### config.mk
export PLATFORM = sky130hd
export DESIGN_NAME = actuator_ramp_brake_controller_top
export DESIGN_NICKNAME = d
export VERILOG_FILES = /design/src/hw/rtl/arbc_pkg.sv /design/src/hw/rtl/actuator_ramp_brake_controller_top.sv
export SDC_FILE = /design/constraint.sdc
export NUM_CORES = 2
export LEC_CHECK = 0
export BUFFER_PORTS_ARGS = -buffer_cell sky130_fd_sc_hd__buf_4
export CELL_PAD_IN_SITES_DETAIL_PLACEMENT = 1
export CELL_PAD_IN_SITES_GLOBAL_PLACEMENT = 1
export CORE_UTILIZATION = 51
export DETAILED_ROUTE_END_ITERATION = 10
export PLACE_DENSITY_LB_ADDON = 0.25
export SLEW_MARGIN = 20
export SYNTH_ARGS = -nofsm -noshare
export SYNTH_HDL_FRONTEND = slang
export SYNTH_SLANG_ARGS = --single-unit
### constraint.sdc
create_clock -name clk -period 8.85 [get_ports clk]
set_clock_uncertainty 0.05 [all_clocks]
set_input_delay 2.655 -clock clk [delete_from_list [all_inputs] [get_ports clk]]
set_output_delay 2.655 -clock clk [all_outputs]
set_load 0.1 [all_outputs]
### src/hw/rtl/arbc_pkg.sv
// Shared types, codes and constants for the actuator ramp/brake controller.
// Depends on nothing; used by actuator_ramp_brake_controller_top.
`timescale 1ns / 1ps

package arbc_pkg;

    localparam int DUTY_W = 16;
    localparam int CFG_W  = 24;
    localparam int IDX_W  = 3;
    localparam int DIV_W  = 24;
    localparam int REM_W  = 16;
    localparam int CNT_W  = 5;
    localparam int PROD_W = 40;
    localparam int FLAG_W = 5;

    // pending flag bit positions
    localparam int FL_POS  = 0;
    localparam int FL_UP   = 1;
    localparam int FL_BRK  = 2;
    localparam int FL_PWM  = 3;
    localparam int FL_SLOW = 4;

    localparam logic [FLAG_W-1:0] FLAGS_ALL = 5'h1f;

    // request codes
    localparam logic [1:0] REQ_IDLE = 2'd0;
    localparam logic [1:0] REQ_UP   = 2'd1;
    localparam logic [1:0] REQ_DOWN = 2'd2;

    // register indexes
    localparam logic [IDX_W-1:0] CFG_DUTY_TOP     = 3'd0;
    localparam logic [IDX_W-1:0] CFG_MIN_SPEED    = 3'd1;
    localparam logic [IDX_W-1:0] CFG_MAX_POSITION = 3'd2;
    localparam logic [IDX_W-1:0] CFG_PRESET_POS   = 3'd3;
    localparam logic [IDX_W-1:0] CFG_SET_VOLTAGE  = 3'd4;

    localparam logic [DUTY_W-1:0] RST_DUTY_TOP     = 16'd1000;
    localparam logic [DUTY_W-1:0] RST_MIN_SPEED    = 16'd100;
    localparam logic [DUTY_W-1:0] RST_MAX_POSITION = 16'd4000;
    localparam logic [DUTY_W-1:0] RST_PRESET_POS   = 16'd4000;
    localparam logic [CFG_W-1:0]  RST_SET_VOLTAGE  = 24'd240000;

    localparam logic [DUTY_W-1:0] BRAKE_BIAS  = 16'd3;
    localparam logic [DUTY_W-1:0] RATE_DIV    = 16'd20;
    localparam logic [DUTY_W-1:0] ROCK_MARGIN = 16'd10;
    localparam logic [DUTY_W-1:0] VOLT_SCALE  = 16'd100;
    localparam logic [DUTY_W-1:0] ROUND_HALF  = 16'd50;
    localparam logic [DUTY_W-1:0] SAT_DUTY    = 16'hffff;
    // 65536 * 100: products at or above this saturate
    localparam logic [PROD_W-1:0] SAT_PROD    = 40'd6553600;

    localparam logic [CNT_W-1:0] STEPS_SPEED = 5'd16;
    localparam logic [CNT_W-1:0] STEPS_FULL  = 5'd24;

    typedef enum logic [3:0] {
        ST_IDLE,
        ST_DECIDE,
        ST_DIV,
        ST_BRAKE,
        ST_COMP,
        ST_MUL,
        ST_CHK,
        ST_ROUND,
        ST_FINISH
    } state_t;

    typedef enum logic [1:0] {
        DOP_BRAKE,
        DOP_VOLT,
        DOP_HUND
    } divop_t;

    typedef struct packed {
        logic [1:0]        req;
        logic              up_lim;
        logic              down_lim;
        logic              slide_back;
        logic              slide_fwd;
        logic              rocking;
        logic              rock_en;
        logic [DUTY_W-1:0] volts;
        logic              fault;
    } item_t;

endpackage

### src/hw/rtl/actuator_ramp_brake_controller_top.sv
// Actuator ramp/brake controller: sequencer plus one shared restoring divider.
// Depends on arbc_pkg.
`timescale 1ns / 1ps

// Usage:
//   Input channel (in_valid/in_stall): one item is one control call. in_stall is
//   high from the accepting edge until that item's result is loaded into the
//   output register; the next item can be taken the cycle after.
//   Output channel (out_valid/out_stall): one result item per input item, held
//   in an output register. A finished result waits in the sequencer's last
//   step while the previous result is still stalled.
//   Steps: decide; for an end-limit brake, 16 shared divider steps (speed / 20)
//   and brake; clamp/compare; when the duty is voltage-compensated, 24 steps
//   for set_voltage / supply_voltage, multiply, saturation check, 24 more for
//   the divide by 100 and rounding; then finish.
//   Config (cfg_we/cfg_index/cfg_data) is taken at any edge with cfg_we high;
//   write it only while no item is in flight. Unknown indexes are ignored.
//   Reset: all motion state clears, registers take their default values, no
//   result is pending.
module actuator_ramp_brake_controller_top (
    input  logic                             clk,
    input  logic                             rst_n,
    input  logic                             cfg_we,
    input  logic [arbc_pkg::IDX_W-1:0]       cfg_index,
    input  logic [arbc_pkg::CFG_W-1:0]       cfg_data,
    input  logic                             in_valid,
    output logic                             in_stall,
    input  logic                             tick,
    input  logic [1:0]                       requested_state,
    input  logic                             up_limit,
    input  logic                             down_limit,
    input  logic                             slide_back_limit,
    input  logic                             slide_fwd_limit,
    input  logic                             rocking,
    input  logic                             rock_enable,
    input  logic [arbc_pkg::DUTY_W-1:0]      supply_voltage,
    input  logic                             fault,
    output logic                             out_valid,
    input  logic                             out_stall,
    output logic [arbc_pkg::DUTY_W-1:0]      duty,
    output logic [arbc_pkg::DUTY_W-1:0]      speed,
    output logic                             direction_down,
    output logic                             decay_fast,
    output logic                             reset_released,
    output logic                             reset_pulse,
    output logic                             done_res,
    output logic [arbc_pkg::DUTY_W-1:0]      position,
    output logic                             preset_valid,
    output logic [arbc_pkg::DUTY_W-1:0]      preset_value
);

    arbc_pkg::state_t state_reg, state_next;

    logic [arbc_pkg::DUTY_W-1:0] duty_top_reg, min_speed_reg, max_position_reg, preset_pos_reg;
    logic [arbc_pkg::CFG_W-1:0]  set_voltage_reg;

    logic [1:0]                  motion_reg, motion_next;
    logic [arbc_pkg::DUTY_W-1:0] speed_reg, speed_next;
    logic [arbc_pkg::DUTY_W-1:0] applied_reg, applied_next;
    logic                        phase_reg, phase_next;
    logic                        decay_reg, decay_next;
    logic                        rline_reg, rline_next;
    logic [arbc_pkg::DUTY_W-1:0] pos_reg, pos_next;
    logic [arbc_pkg::FLAG_W-1:0] flags_reg, flags_next;
    logic                        out_valid_reg, out_valid_next;

    arbc_pkg::item_t             item_reg, item_next;
    logic                        done_reg, done_next;
    logic [arbc_pkg::DUTY_W-1:0] comp_reg, comp_next;
    logic [arbc_pkg::PROD_W-1:0] prod_reg, prod_next;
    logic [arbc_pkg::REM_W-1:0]  div_rem_reg, div_rem_next;
    logic [arbc_pkg::DIV_W-1:0]  div_quo_reg, div_quo_next;
    logic [arbc_pkg::REM_W-1:0]  div_den_reg, div_den_next;
    logic [arbc_pkg::CNT_W-1:0]  div_cnt_reg, div_cnt_next;
    arbc_pkg::divop_t            div_op_reg, div_op_next;

    logic [arbc_pkg::DUTY_W-1:0] o_duty_reg, o_duty_next;
    logic [arbc_pkg::DUTY_W-1:0] o_speed_reg, o_speed_next;
    logic                        o_dir_reg, o_dir_next;
    logic                        o_decay_reg, o_decay_next;
    logic                        o_rrel_reg, o_rrel_next;
    logic                        o_pulse_reg, o_pulse_next;
    logic                        o_done_reg, o_done_next;
    logic [arbc_pkg::DUTY_W-1:0] o_pos_reg, o_pos_next;
    logic                        o_pvalid_reg, o_pvalid_next;
    logic [arbc_pkg::DUTY_W-1:0] o_pval_reg, o_pval_next;

    logic in_accept;
    logic commit;

    // decision terms
    logic slide, any_end, reversal;
    logic do_brake, brake_end, zero_after, do_up, do_slow;
    logic brake_live, brake_div, item_done;

    // arithmetic
    logic [arbc_pkg::REM_W:0]    rem_sh;
    logic                        div_ge;
    logic [arbc_pkg::DUTY_W-1:0] up_base, up_val;
    logic [arbc_pkg::DUTY_W:0]   up_two;
    logic [arbc_pkg::DUTY_W-1:0] slow_val;
    logic [arbc_pkg::DUTY_W:0]   brake_dec;
    logic [arbc_pkg::DUTY_W-1:0] brake_val;
    logic [arbc_pkg::DUTY_W-1:0] clamp_val;
    logic [22:0]                 volt_scaled;
    logic [arbc_pkg::PROD_W-1:0] prod_calc;
    logic [arbc_pkg::DUTY_W:0]   round_val;

    assign in_accept = in_valid && (state_reg == arbc_pkg::ST_IDLE);
    assign in_stall  = (state_reg != arbc_pkg::ST_IDLE);
    assign commit    = (state_reg == arbc_pkg::ST_FINISH) && (!out_valid_reg || !out_stall);

    // ---------------- decision ----------------
    always_comb
    begin
        slide      = item_reg.slide_back && item_reg.slide_fwd;
        any_end    = item_reg.up_lim || item_reg.down_lim;
        reversal   = (motion_reg != item_reg.req) && (motion_reg != arbc_pkg::REQ_IDLE);
        do_brake   = 1'b0;
        brake_end  = any_end;
        zero_after = 1'b0;
        do_up      = 1'b0;
        do_slow    = 1'b0;
        item_done  = 1'b0;
        if (slide)
        begin
            do_brake  = 1'b1;
            item_done = 1'b1;
        end
        else if (reversal)
        begin
            if ((motion_reg == arbc_pkg::REQ_UP && item_reg.up_lim) ||
                (motion_reg == arbc_pkg::REQ_DOWN && item_reg.down_lim))
                do_brake = 1'b1;
            else if (item_reg.rocking)
                do_slow = 1'b1;
            else
                do_brake = 1'b1;
        end
        else
        begin
            case (item_reg.req)
                arbc_pkg::REQ_DOWN:
                begin
                    if (item_reg.down_lim)
                    begin
                        do_brake   = 1'b1;
                        brake_end  = 1'b1;
                        zero_after = 1'b1;
                        item_done  = 1'b1;
                    end
                    else
                        do_up = 1'b1;
                end
                arbc_pkg::REQ_UP:
                begin
                    if (item_reg.up_lim)
                    begin
                        do_brake   = 1'b1;
                        brake_end  = 1'b1;
                        zero_after = 1'b1;
                        item_done  = 1'b1;
                    end
                    else
                        do_up = 1'b1;
                end
                arbc_pkg::REQ_IDLE:
                begin
                    do_brake  = 1'b1;
                    item_done = 1'b1;
                end
                default:
                    zero_after = 1'b1;
            endcase
        end
        brake_live = do_brake && flags_reg[arbc_pkg::FL_BRK];
        brake_div  = brake_live && (speed_reg > min_speed_reg) && brake_end && !zero_after;
    end

    // ---------------- next state ----------------
    always_comb
    begin
        state_next = state_reg;
        case (state_reg)
            arbc_pkg::ST_IDLE:
                if (in_valid)
                    state_next = arbc_pkg::ST_DECIDE;
            arbc_pkg::ST_DECIDE:
                if (brake_div)
                    state_next = arbc_pkg::ST_DIV;
                else if (slide)
                    state_next = arbc_pkg::ST_FINISH;
                else
                    state_next = arbc_pkg::ST_COMP;
            arbc_pkg::ST_DIV:
                if (div_cnt_reg == arbc_pkg::CNT_W'(1))
                begin
                    case (div_op_reg)
                        arbc_pkg::DOP_BRAKE: state_next = arbc_pkg::ST_BRAKE;
                        arbc_pkg::DOP_VOLT:  state_next = arbc_pkg::ST_MUL;
                        default:             state_next = arbc_pkg::ST_ROUND;
                    endcase
                end
            arbc_pkg::ST_BRAKE:
                state_next = slide ? arbc_pkg::ST_FINISH : arbc_pkg::ST_COMP;
            arbc_pkg::ST_COMP:
                state_next = ({1'b0, volt_scaled} <= set_voltage_reg) ?
                             arbc_pkg::ST_FINISH : arbc_pkg::ST_DIV;
            arbc_pkg::ST_MUL:
                state_next = arbc_pkg::ST_CHK;
            arbc_pkg::ST_CHK:
                state_next = (prod_reg >= arbc_pkg::SAT_PROD) ?
                             arbc_pkg::ST_FINISH : arbc_pkg::ST_DIV;
            arbc_pkg::ST_ROUND:
                state_next = arbc_pkg::ST_FINISH;
            arbc_pkg::ST_FINISH:
                if (commit)
                    state_next = arbc_pkg::ST_IDLE;
            default:
                state_next = arbc_pkg::ST_IDLE;
        endcase
    end

    // ---------------- shared arithmetic ----------------
    assign rem_sh = {div_rem_reg, div_quo_reg[arbc_pkg::DIV_W-1]};
    assign div_ge = (rem_sh >= {1'b0, div_den_reg});

    assign up_base = (speed_reg < min_speed_reg) ? min_speed_reg : speed_reg;
    assign up_two  = {1'b0, up_base} + 17'd2;
    always_comb
    begin
        up_val = up_base;
        if (item_reg.rocking)
        begin
            if (duty_top_reg >= arbc_pkg::ROCK_MARGIN &&
                up_base < duty_top_reg - arbc_pkg::ROCK_MARGIN)
                up_val = up_base + 16'd1;
        end
        else if (up_base < duty_top_reg)
        begin
            up_val = (up_two > {1'b0, duty_top_reg}) ? duty_top_reg : up_two[15:0];
        end
    end

    always_comb
    begin
        slow_val = (speed_reg != '0) ? speed_reg - 16'd1 : speed_reg;
        if (slow_val < min_speed_reg)
            slow_val = '0;
    end

    // speed/20 in the quotient; speed/40 is that shifted once
    assign brake_dec = {1'b0, arbc_pkg::BRAKE_BIAS} + {2'b0, div_quo_reg[15:1]}
                       + {1'b0, div_quo_reg[15:0]};
    always_comb
    begin
        brake_val = (brake_dec >= {1'b0, speed_reg}) ? '0 : speed_reg - brake_dec[15:0];
        if (brake_val <= min_speed_reg)
            brake_val = '0;
    end

    assign clamp_val   = (speed_reg > duty_top_reg) ? duty_top_reg : speed_reg;
    assign volt_scaled = 23'(item_reg.volts) * 23'(arbc_pkg::VOLT_SCALE);
    assign prod_calc   = speed_reg * div_quo_reg;
    assign round_val   = div_quo_reg[16:0] +
                         17'(div_rem_reg > arbc_pkg::ROUND_HALF);

    // ---------------- datapath / outputs ----------------
    always_comb
    begin
        motion_next    = motion_reg;
        speed_next     = speed_reg;
        applied_next   = applied_reg;
        phase_next     = phase_reg;
        decay_next     = decay_reg;
        rline_next     = rline_reg;
        pos_next       = pos_reg;
        flags_next     = flags_reg;
        item_next      = item_reg;
        done_next      = done_reg;
        comp_next      = comp_reg;
        prod_next      = prod_reg;
        div_rem_next   = div_rem_reg;
        div_quo_next   = div_quo_reg;
        div_den_next   = div_den_reg;
        div_cnt_next   = div_cnt_reg;
        div_op_next    = div_op_reg;
        o_duty_next    = o_duty_reg;
        o_speed_next   = o_speed_reg;
        o_dir_next     = o_dir_reg;
        o_decay_next   = o_decay_reg;
        o_rrel_next    = o_rrel_reg;
        o_pulse_next   = o_pulse_reg;
        o_done_next    = o_done_reg;
        o_pos_next     = o_pos_reg;
        o_pvalid_next  = o_pvalid_reg;
        o_pval_next    = o_pval_reg;
        out_valid_next = (out_valid_reg && !out_stall) ? 1'b0 : out_valid_reg;

        case (state_reg)
            arbc_pkg::ST_IDLE:
            begin
                if (in_accept)
                begin
                    item_next.req        = requested_state;
                    item_next.up_lim     = up_limit;
                    item_next.down_lim   = down_limit;
                    item_next.slide_back = slide_back_limit;
                    item_next.slide_fwd  = slide_fwd_limit;
                    item_next.rocking    = rocking;
                    item_next.rock_en    = rock_enable;
                    item_next.volts      = supply_voltage;
                    item_next.fault      = fault;
                    if (tick)
                        flags_next = arbc_pkg::FLAGS_ALL;
                end
            end
            arbc_pkg::ST_DECIDE:
            begin
                done_next = item_done;
                if (!slide)
                begin
                    if (reversal)
                    begin
                        if (speed_reg == '0)
                            motion_next = item_reg.req;
                    end
                    else
                    begin
                        motion_next = item_reg.req;
                        if (item_reg.req == arbc_pkg::REQ_DOWN && item_reg.down_lim)
                            pos_next = max_position_reg;
                        if (item_reg.req == arbc_pkg::REQ_UP && item_reg.up_lim)
                            pos_next = '0;
                    end
                end
                if (do_up)
                begin
                    rline_next = 1'b1;
                    phase_next = (item_reg.req == arbc_pkg::REQ_DOWN);
                    decay_next = 1'b0;
                    if (flags_reg[arbc_pkg::FL_UP])
                    begin
                        flags_next[arbc_pkg::FL_UP] = 1'b0;
                        speed_next = up_val;
                    end
                end
                if (do_slow && flags_reg[arbc_pkg::FL_SLOW])
                begin
                    flags_next[arbc_pkg::FL_SLOW] = 1'b0;
                    speed_next = slow_val;
                end
                if (brake_live)
                begin
                    flags_next[arbc_pkg::FL_BRK] = 1'b0;
                    if (speed_reg > min_speed_reg)
                    begin
                        if (!brake_end)
                        begin
                            decay_next = item_reg.rock_en;
                            speed_next = '0;
                        end
                        else if (zero_after)
                        begin
                            decay_next = 1'b0;
                            speed_next = '0;
                        end
                    end
                    else
                        speed_next = '0;
                end
                if (zero_after)
                    speed_next = '0;
                if (brake_div)
                begin
                    div_rem_next = '0;
                    div_quo_next = {speed_reg, 8'b0};
                    div_den_next = arbc_pkg::RATE_DIV;
                    div_cnt_next = arbc_pkg::STEPS_SPEED;
                    div_op_next  = arbc_pkg::DOP_BRAKE;
                end
            end
            arbc_pkg::ST_DIV:
            begin
                div_rem_next = div_ge ? 16'(rem_sh - {1'b0, div_den_reg}) : rem_sh[15:0];
                div_quo_next = {div_quo_reg[arbc_pkg::DIV_W-2:0], div_ge};
                div_cnt_next = div_cnt_reg - 5'd1;
            end
            arbc_pkg::ST_BRAKE:
            begin
                speed_next = brake_val;
                decay_next = 1'b0;
            end
            arbc_pkg::ST_COMP:
            begin
                speed_next = clamp_val;
                comp_next  = clamp_val;
                div_rem_next = '0;
                div_quo_next = set_voltage_reg;
                div_den_next = item_reg.volts;
                div_cnt_next = arbc_pkg::STEPS_FULL;
                div_op_next  = arbc_pkg::DOP_VOLT;
            end
            arbc_pkg::ST_MUL:
                prod_next = prod_calc;
            arbc_pkg::ST_CHK:
            begin
                comp_next    = arbc_pkg::SAT_DUTY;
                div_rem_next = '0;
                div_quo_next = prod_reg[arbc_pkg::DIV_W-1:0];
                div_den_next = arbc_pkg::VOLT_SCALE;
                div_cnt_next = arbc_pkg::STEPS_FULL;
                div_op_next  = arbc_pkg::DOP_HUND;
            end
            arbc_pkg::ST_ROUND:
                comp_next = round_val[16] ? arbc_pkg::SAT_DUTY : round_val[15:0];
            arbc_pkg::ST_FINISH:
            begin
                if (commit)
                begin
                    o_pulse_next  = 1'b0;
                    o_pvalid_next = 1'b0;
                    o_pval_next   = '0;
                    if (slide)
                        applied_next = '0;
                    else
                    begin
                        if (comp_reg == '0)
                            applied_next = '0;
                        else if (comp_reg == applied_reg)
                        begin
                            if (item_reg.fault)
                            begin
                                rline_next   = 1'b1;
                                o_pulse_next = 1'b1;
                            end
                        end
                        else if (flags_reg[arbc_pkg::FL_PWM])
                        begin
                            flags_next[arbc_pkg::FL_PWM] = 1'b0;
                            applied_next = comp_reg;
                        end
                        if (item_reg.up_lim)
                            o_pvalid_next = 1'b1;
                        else if (item_reg.down_lim)
                        begin
                            o_pvalid_next = 1'b1;
                            o_pval_next   = preset_pos_reg;
                        end
                    end
                    if (flags_reg[arbc_pkg::FL_POS])
                    begin
                        flags_next[arbc_pkg::FL_POS] = 1'b0;
                        if (applied_next > min_speed_reg)
                        begin
                            if (!phase_reg)
                            begin
                                if (pos_reg != '0)
                                    pos_next = pos_reg - 16'd1;
                            end
                            else if (pos_reg < max_position_reg)
                                pos_next = pos_reg + 16'd1;
                        end
                    end
                    o_duty_next    = applied_next;
                    o_speed_next   = speed_reg;
                    o_dir_next     = phase_reg;
                    o_decay_next   = decay_reg;
                    o_rrel_next    = rline_next;
                    o_done_next    = done_reg;
                    o_pos_next     = pos_next;
                    out_valid_next = 1'b1;
                end
            end
            default:
            begin
                comp_next = comp_reg;
            end
        endcase
    end

    // ---------------- registers ----------------
    always_ff @(posedge clk or negedge rst_n)
    begin
        if (!rst_n)
        begin
            state_reg        <= arbc_pkg::ST_IDLE;
            duty_top_reg     <= arbc_pkg::RST_DUTY_TOP;
            min_speed_reg    <= arbc_pkg::RST_MIN_SPEED;
            max_position_reg <= arbc_pkg::RST_MAX_POSITION;
            preset_pos_reg   <= arbc_pkg::RST_PRESET_POS;
            set_voltage_reg  <= arbc_pkg::RST_SET_VOLTAGE;
            motion_reg       <= arbc_pkg::REQ_IDLE;
            speed_reg        <= '0;
            applied_reg      <= '0;
            phase_reg        <= 1'b0;
            decay_reg        <= 1'b0;
            rline_reg        <= 1'b0;
            pos_reg          <= '0;
            flags_reg        <= '0;
            out_valid_reg    <= 1'b0;
        end
        else
        begin
            state_reg     <= state_next;
            motion_reg    <= motion_next;
            speed_reg     <= speed_next;
            applied_reg   <= applied_next;
            phase_reg     <= phase_next;
            decay_reg     <= decay_next;
            rline_reg     <= rline_next;
            pos_reg       <= pos_next;
            flags_reg     <= flags_next;
            out_valid_reg <= out_valid_next;
            if (cfg_we)
            begin
                case (cfg_index)
                    arbc_pkg::CFG_DUTY_TOP:     duty_top_reg     <= cfg_data[15:0];
                    arbc_pkg::CFG_MIN_SPEED:    min_speed_reg    <= cfg_data[15:0];
                    arbc_pkg::CFG_MAX_POSITION: max_position_reg <= cfg_data[15:0];
                    arbc_pkg::CFG_PRESET_POS:   preset_pos_reg   <= cfg_data[15:0];
                    arbc_pkg::CFG_SET_VOLTAGE:  set_voltage_reg  <= cfg_data;
                    default:                    set_voltage_reg  <= set_voltage_reg;
                endcase
            end
        end
    end

    always_ff @(posedge clk)
    begin
        item_reg     <= item_next;
        done_reg     <= done_next;
        comp_reg     <= comp_next;
        prod_reg     <= prod_next;
        div_rem_reg  <= div_rem_next;
        div_quo_reg  <= div_quo_next;
        div_den_reg  <= div_den_next;
        div_cnt_reg  <= div_cnt_next;
        div_op_reg   <= div_op_next;
        o_duty_reg   <= o_duty_next;
        o_speed_reg  <= o_speed_next;
        o_dir_reg    <= o_dir_next;
        o_decay_reg  <= o_decay_next;
        o_rrel_reg   <= o_rrel_next;
        o_pulse_reg  <= o_pulse_next;
        o_done_reg   <= o_done_next;
        o_pos_reg    <= o_pos_next;
        o_pvalid_reg <= o_pvalid_next;
        o_pval_reg   <= o_pval_next;
    end

    assign out_valid      = out_valid_reg;
    assign duty           = o_duty_reg;
    assign speed          = o_speed_reg;
    assign direction_down = o_dir_reg;
    assign decay_fast     = o_decay_reg;
    assign reset_released = o_rrel_reg;
    assign reset_pulse    = o_pulse_reg;
    assign done_res       = o_done_reg;
    assign position       = o_pos_reg;
    assign preset_valid   = o_pvalid_reg;
    assign preset_value   = o_pval_reg;

`ifndef SYNTH
    a_pulse_released: assert property (@(posedge clk) disable iff (!rst_n)
        (out_valid && reset_pulse) |-> (reset_released && duty != '0))
        else $error("fault pulse without released reset or with zero duty");

    a_preset_zero: assert property (@(posedge clk) disable iff (!rst_n)
        (out_valid && !preset_valid) |-> (preset_value == '0))
        else $error("preset value set without preset valid");

    a_commit_idle: assert property (@(posedge clk) disable iff (!rst_n)
        commit |=> (state_reg == arbc_pkg::ST_IDLE && out_valid))
        else $error("result commit did not return sequencer to idle");

    a_div_count: assert property (@(posedge clk) disable iff (!rst_n)
        (state_reg == arbc_pkg::ST_DIV) |-> (div_cnt_reg != '0))
        else $error("divider running with zero step count");
`endif

endmodule
==> impl_results.md <==
* CP max-delay cell: a311o_1
* Critical Path Source: div_quo_reg[1]
* DR iter-0 viols at 2,632
* Worst-path clk slew at 0.06 ns
* Clk Tree Root Cell: clkbuf_16
* Hold Vio Cnt, Final at 0
* Ports placed on the boundary at 130
* Row count at 99
* Die height at 276 um
* Total GRT Usage at 36.8%
* Number of flops mapped to enable cells by yosys at 215
* First-pass GRT wire length at 210,000 um
* Routed Antenna Nets at 0
* Final Wtd Congestion at 0.979
* Least-Margin Pin Slew at 1.09 ns
* Adder-cell share of the synthesized area at 30.5%
* Yosys cell types at 92
* Multi-input logic area at 0.0251 sq mm
* Max reg flops at 40
* Syn-to-layout area delta at 9.74%
* Die Footprint at 0.0760 sq mm
* I/O Buffers at 129
* Status: complete, no violations
* Number of H-tree levels at 2
* Critical Path Start Type: register
* Layout Utilization at 57.0%
* Wire per inst at 26.4 um
* Largest net degree at the start of global routing at 74
* Total Nets Final at 5,021
* Post-Synth XOR/XNOR Area at 4.13%
* WHS Endpoint: done_res
* Hold_buf cts at 0
* Crit path time final at 8.10 ns
* Die X at 276 um
* Largest stage delay, worst path at 0.61 ns
* Setup TNS at 0 ns
* Yosys warning count at 0
* DP Cell Count at 5,136
* Post-CTS sizing at 0
* WP data required at 9.36 ns
* Setup Buffers After CTS at 0
* Main synth FF type: edfxtp_1
* N_diodes at 0
* RSZ-0062 raised after global routing: no
* Final setup viols at 0
* Mean Syn Cell Area at 9.23 sq um
* DR pass1 iterations at 10
* Initial core utilization at 51.9%
* Reg-to-reg endpoint: speed_reg[1]
* Filler cells at 8,386
* Hpwl dp at 106,000 um
* Asr flop ratio synth at 41.3%
* Clock latency on the worst-skew pair at 0.62 ns
* Routed WL at 138,000 um
* Syn Nets at 4,936
* Hold Path Stages at 0
* Via count at 32.5k
* Arr. time, crit path at 8.60 ns
* Mux share of post-synthesis cell area at 2.82%
* Most common cell after layout, fill and taps aside: nand2_1
* Period utilization at 91.5%
* Hold_sp: done_reg
* DRC viols at 0
* Core footprint at 0.0736 sq mm
* Synthesized cell area at 0.0382 sq mm
* Register area share after synthesis at 26.9%
* # clock sinks at 366
* Max Fclk at 123 MHz
* FF+latch area at 0.0103 sq mm
* Largest family of logic cells by synthesized area: adder cells
* Via density at 6.23
* Share of cells above drive strength 1 at 9.11%
* Final Slew Violations at 0
* Num CTS Buffers at 44
* Initial antenna violation count at 1
* Crit Path Class: reg -> reg
* Worst-path fanout max at 17
* Synth Register Bits at 366
* HP Class: reg -> reg
* Fin cells at 5,218
* Leading cell types in the layout, fill and taps excluded: nand2_1 (559), inv_1 (554), ha_1 (420)
* Vias in the first global route at 34.8k
* Worst r2r src: div_quo_reg[1]
* Total gr overflow at 0
* R2R setup slack at 0.75 ns
* CTS tree: done
* Worst setup EP type: register
* # Max-Cap Violations at 0
* Final hold slack at 0.410 ns
* Synth Area in Compound Gates at 12.5%
* Cells on worst reg2reg path at 34
* Slew margin rel. at 27.2%
* Synth Area in Simple Gates at 15.7%
* Max Root-Sink Buffers at 3
* Syn Inst Count at 4,138
worst max-delay path, delay by kind of cell (launching register included):
kind | cells | cell delay [ns]
AO/OA/AOI/OAI | 18 | 4.10
adder cells (fa/ha/maj) | 5 | 1.33
buffers and inverters | 4 | 0.60
flip-flops | 1 | 0.57
AND/OR/NAND/NOR | 7 | 1.41
worst max-delay path by stage:
stage,slack (ns),depth (start not counted),to
floorplan,1.83,35,speed_reg[13]
global placement,1.17,33,speed_reg[1]
detailed placement,0.88,34,speed_reg[1]
CTS,0.84,34,speed_reg[1]
global route,0.18,34,speed_reg[1]
finish,0.75,34,speed_reg[1]
final cells by class:
cell class,instances,share of cell area (%)
repair buffers,219,3.93
clock buffers,61,2.97
well taps,959,2.86
multi-input cells,3028,59.9
inverters,564,5.05
flip-flops and latches,366,24.5
clock inverters,21,0.761
logic make-up after synthesis:
family / Yosys count
simple gates: 1300
buf+inv: 744
fa+ha+maj: 740
compound gates: 708
flops: 366
xor+xnor: 180
mux: 100
through the flow:
step / instance area, sq um / worst slack [ns]
2_1_floorplan: 38200 / 1.83
3_3_place_gp: 40300 / 1.17
3_5_place_dp: 40300 / 0.878
4_1_cts: 41900 / 0.841
5_1_grt: 41900 / 0.176
6_report: 41900 / 0.752
layer usage:
| metal | wire length, um | track usage, % | up-vias |
|---|---|---|---|
| met5 | 0 | 0 | - |
| met3 | 9070 | 4.71 | 418 |
| met4 | 8340 | 19.3 | 0 |
| met1 | 54200 | 45.6 | 16500 |
| met2 | 66400 | 62.5 | 1369 |
| li1 | - | - | 14200 |
cell usage after synthesis, drive strengths merged (11+ instances only):
library cell  number  area share (%)
o21ai            187             2.5
xnor2            135             3.1
nand4             57            0.93
a31oi             17            0.28
nand2b            29            0.48
o21a              33            0.65
clkbuf           142             1.4
and2              98             1.6
a21o              56             1.1
xor2              45             1.0
edfxtp           215              17
inv              557             5.5
a21boi            16            0.31
nor3              57            0.75
buf               38            0.57
fa               320              17
a21oi            141             1.8
a22oi             24            0.47
nor4              35            0.57
or3               18            0.29
a222oi            24            0.63
nand3             85             1.1
mux2i             69             1.9
nor2b             33            0.54
dfrtp            123             8.1
a211oi            18            0.35
ha               420              14
o211ai            23            0.47
nor2             258             2.5
dfstp             28             1.9
o311ai            20            0.50
or2               11            0.18
o41ai             12            0.28
o31ai             29            0.57
nand2            559             5.5
and3              27            0.44
mux2              31            0.92
Power is left out: the tool's default activity adds up to more than one toggle a clock period on the data nets, which glitch-free logic cannot reach.
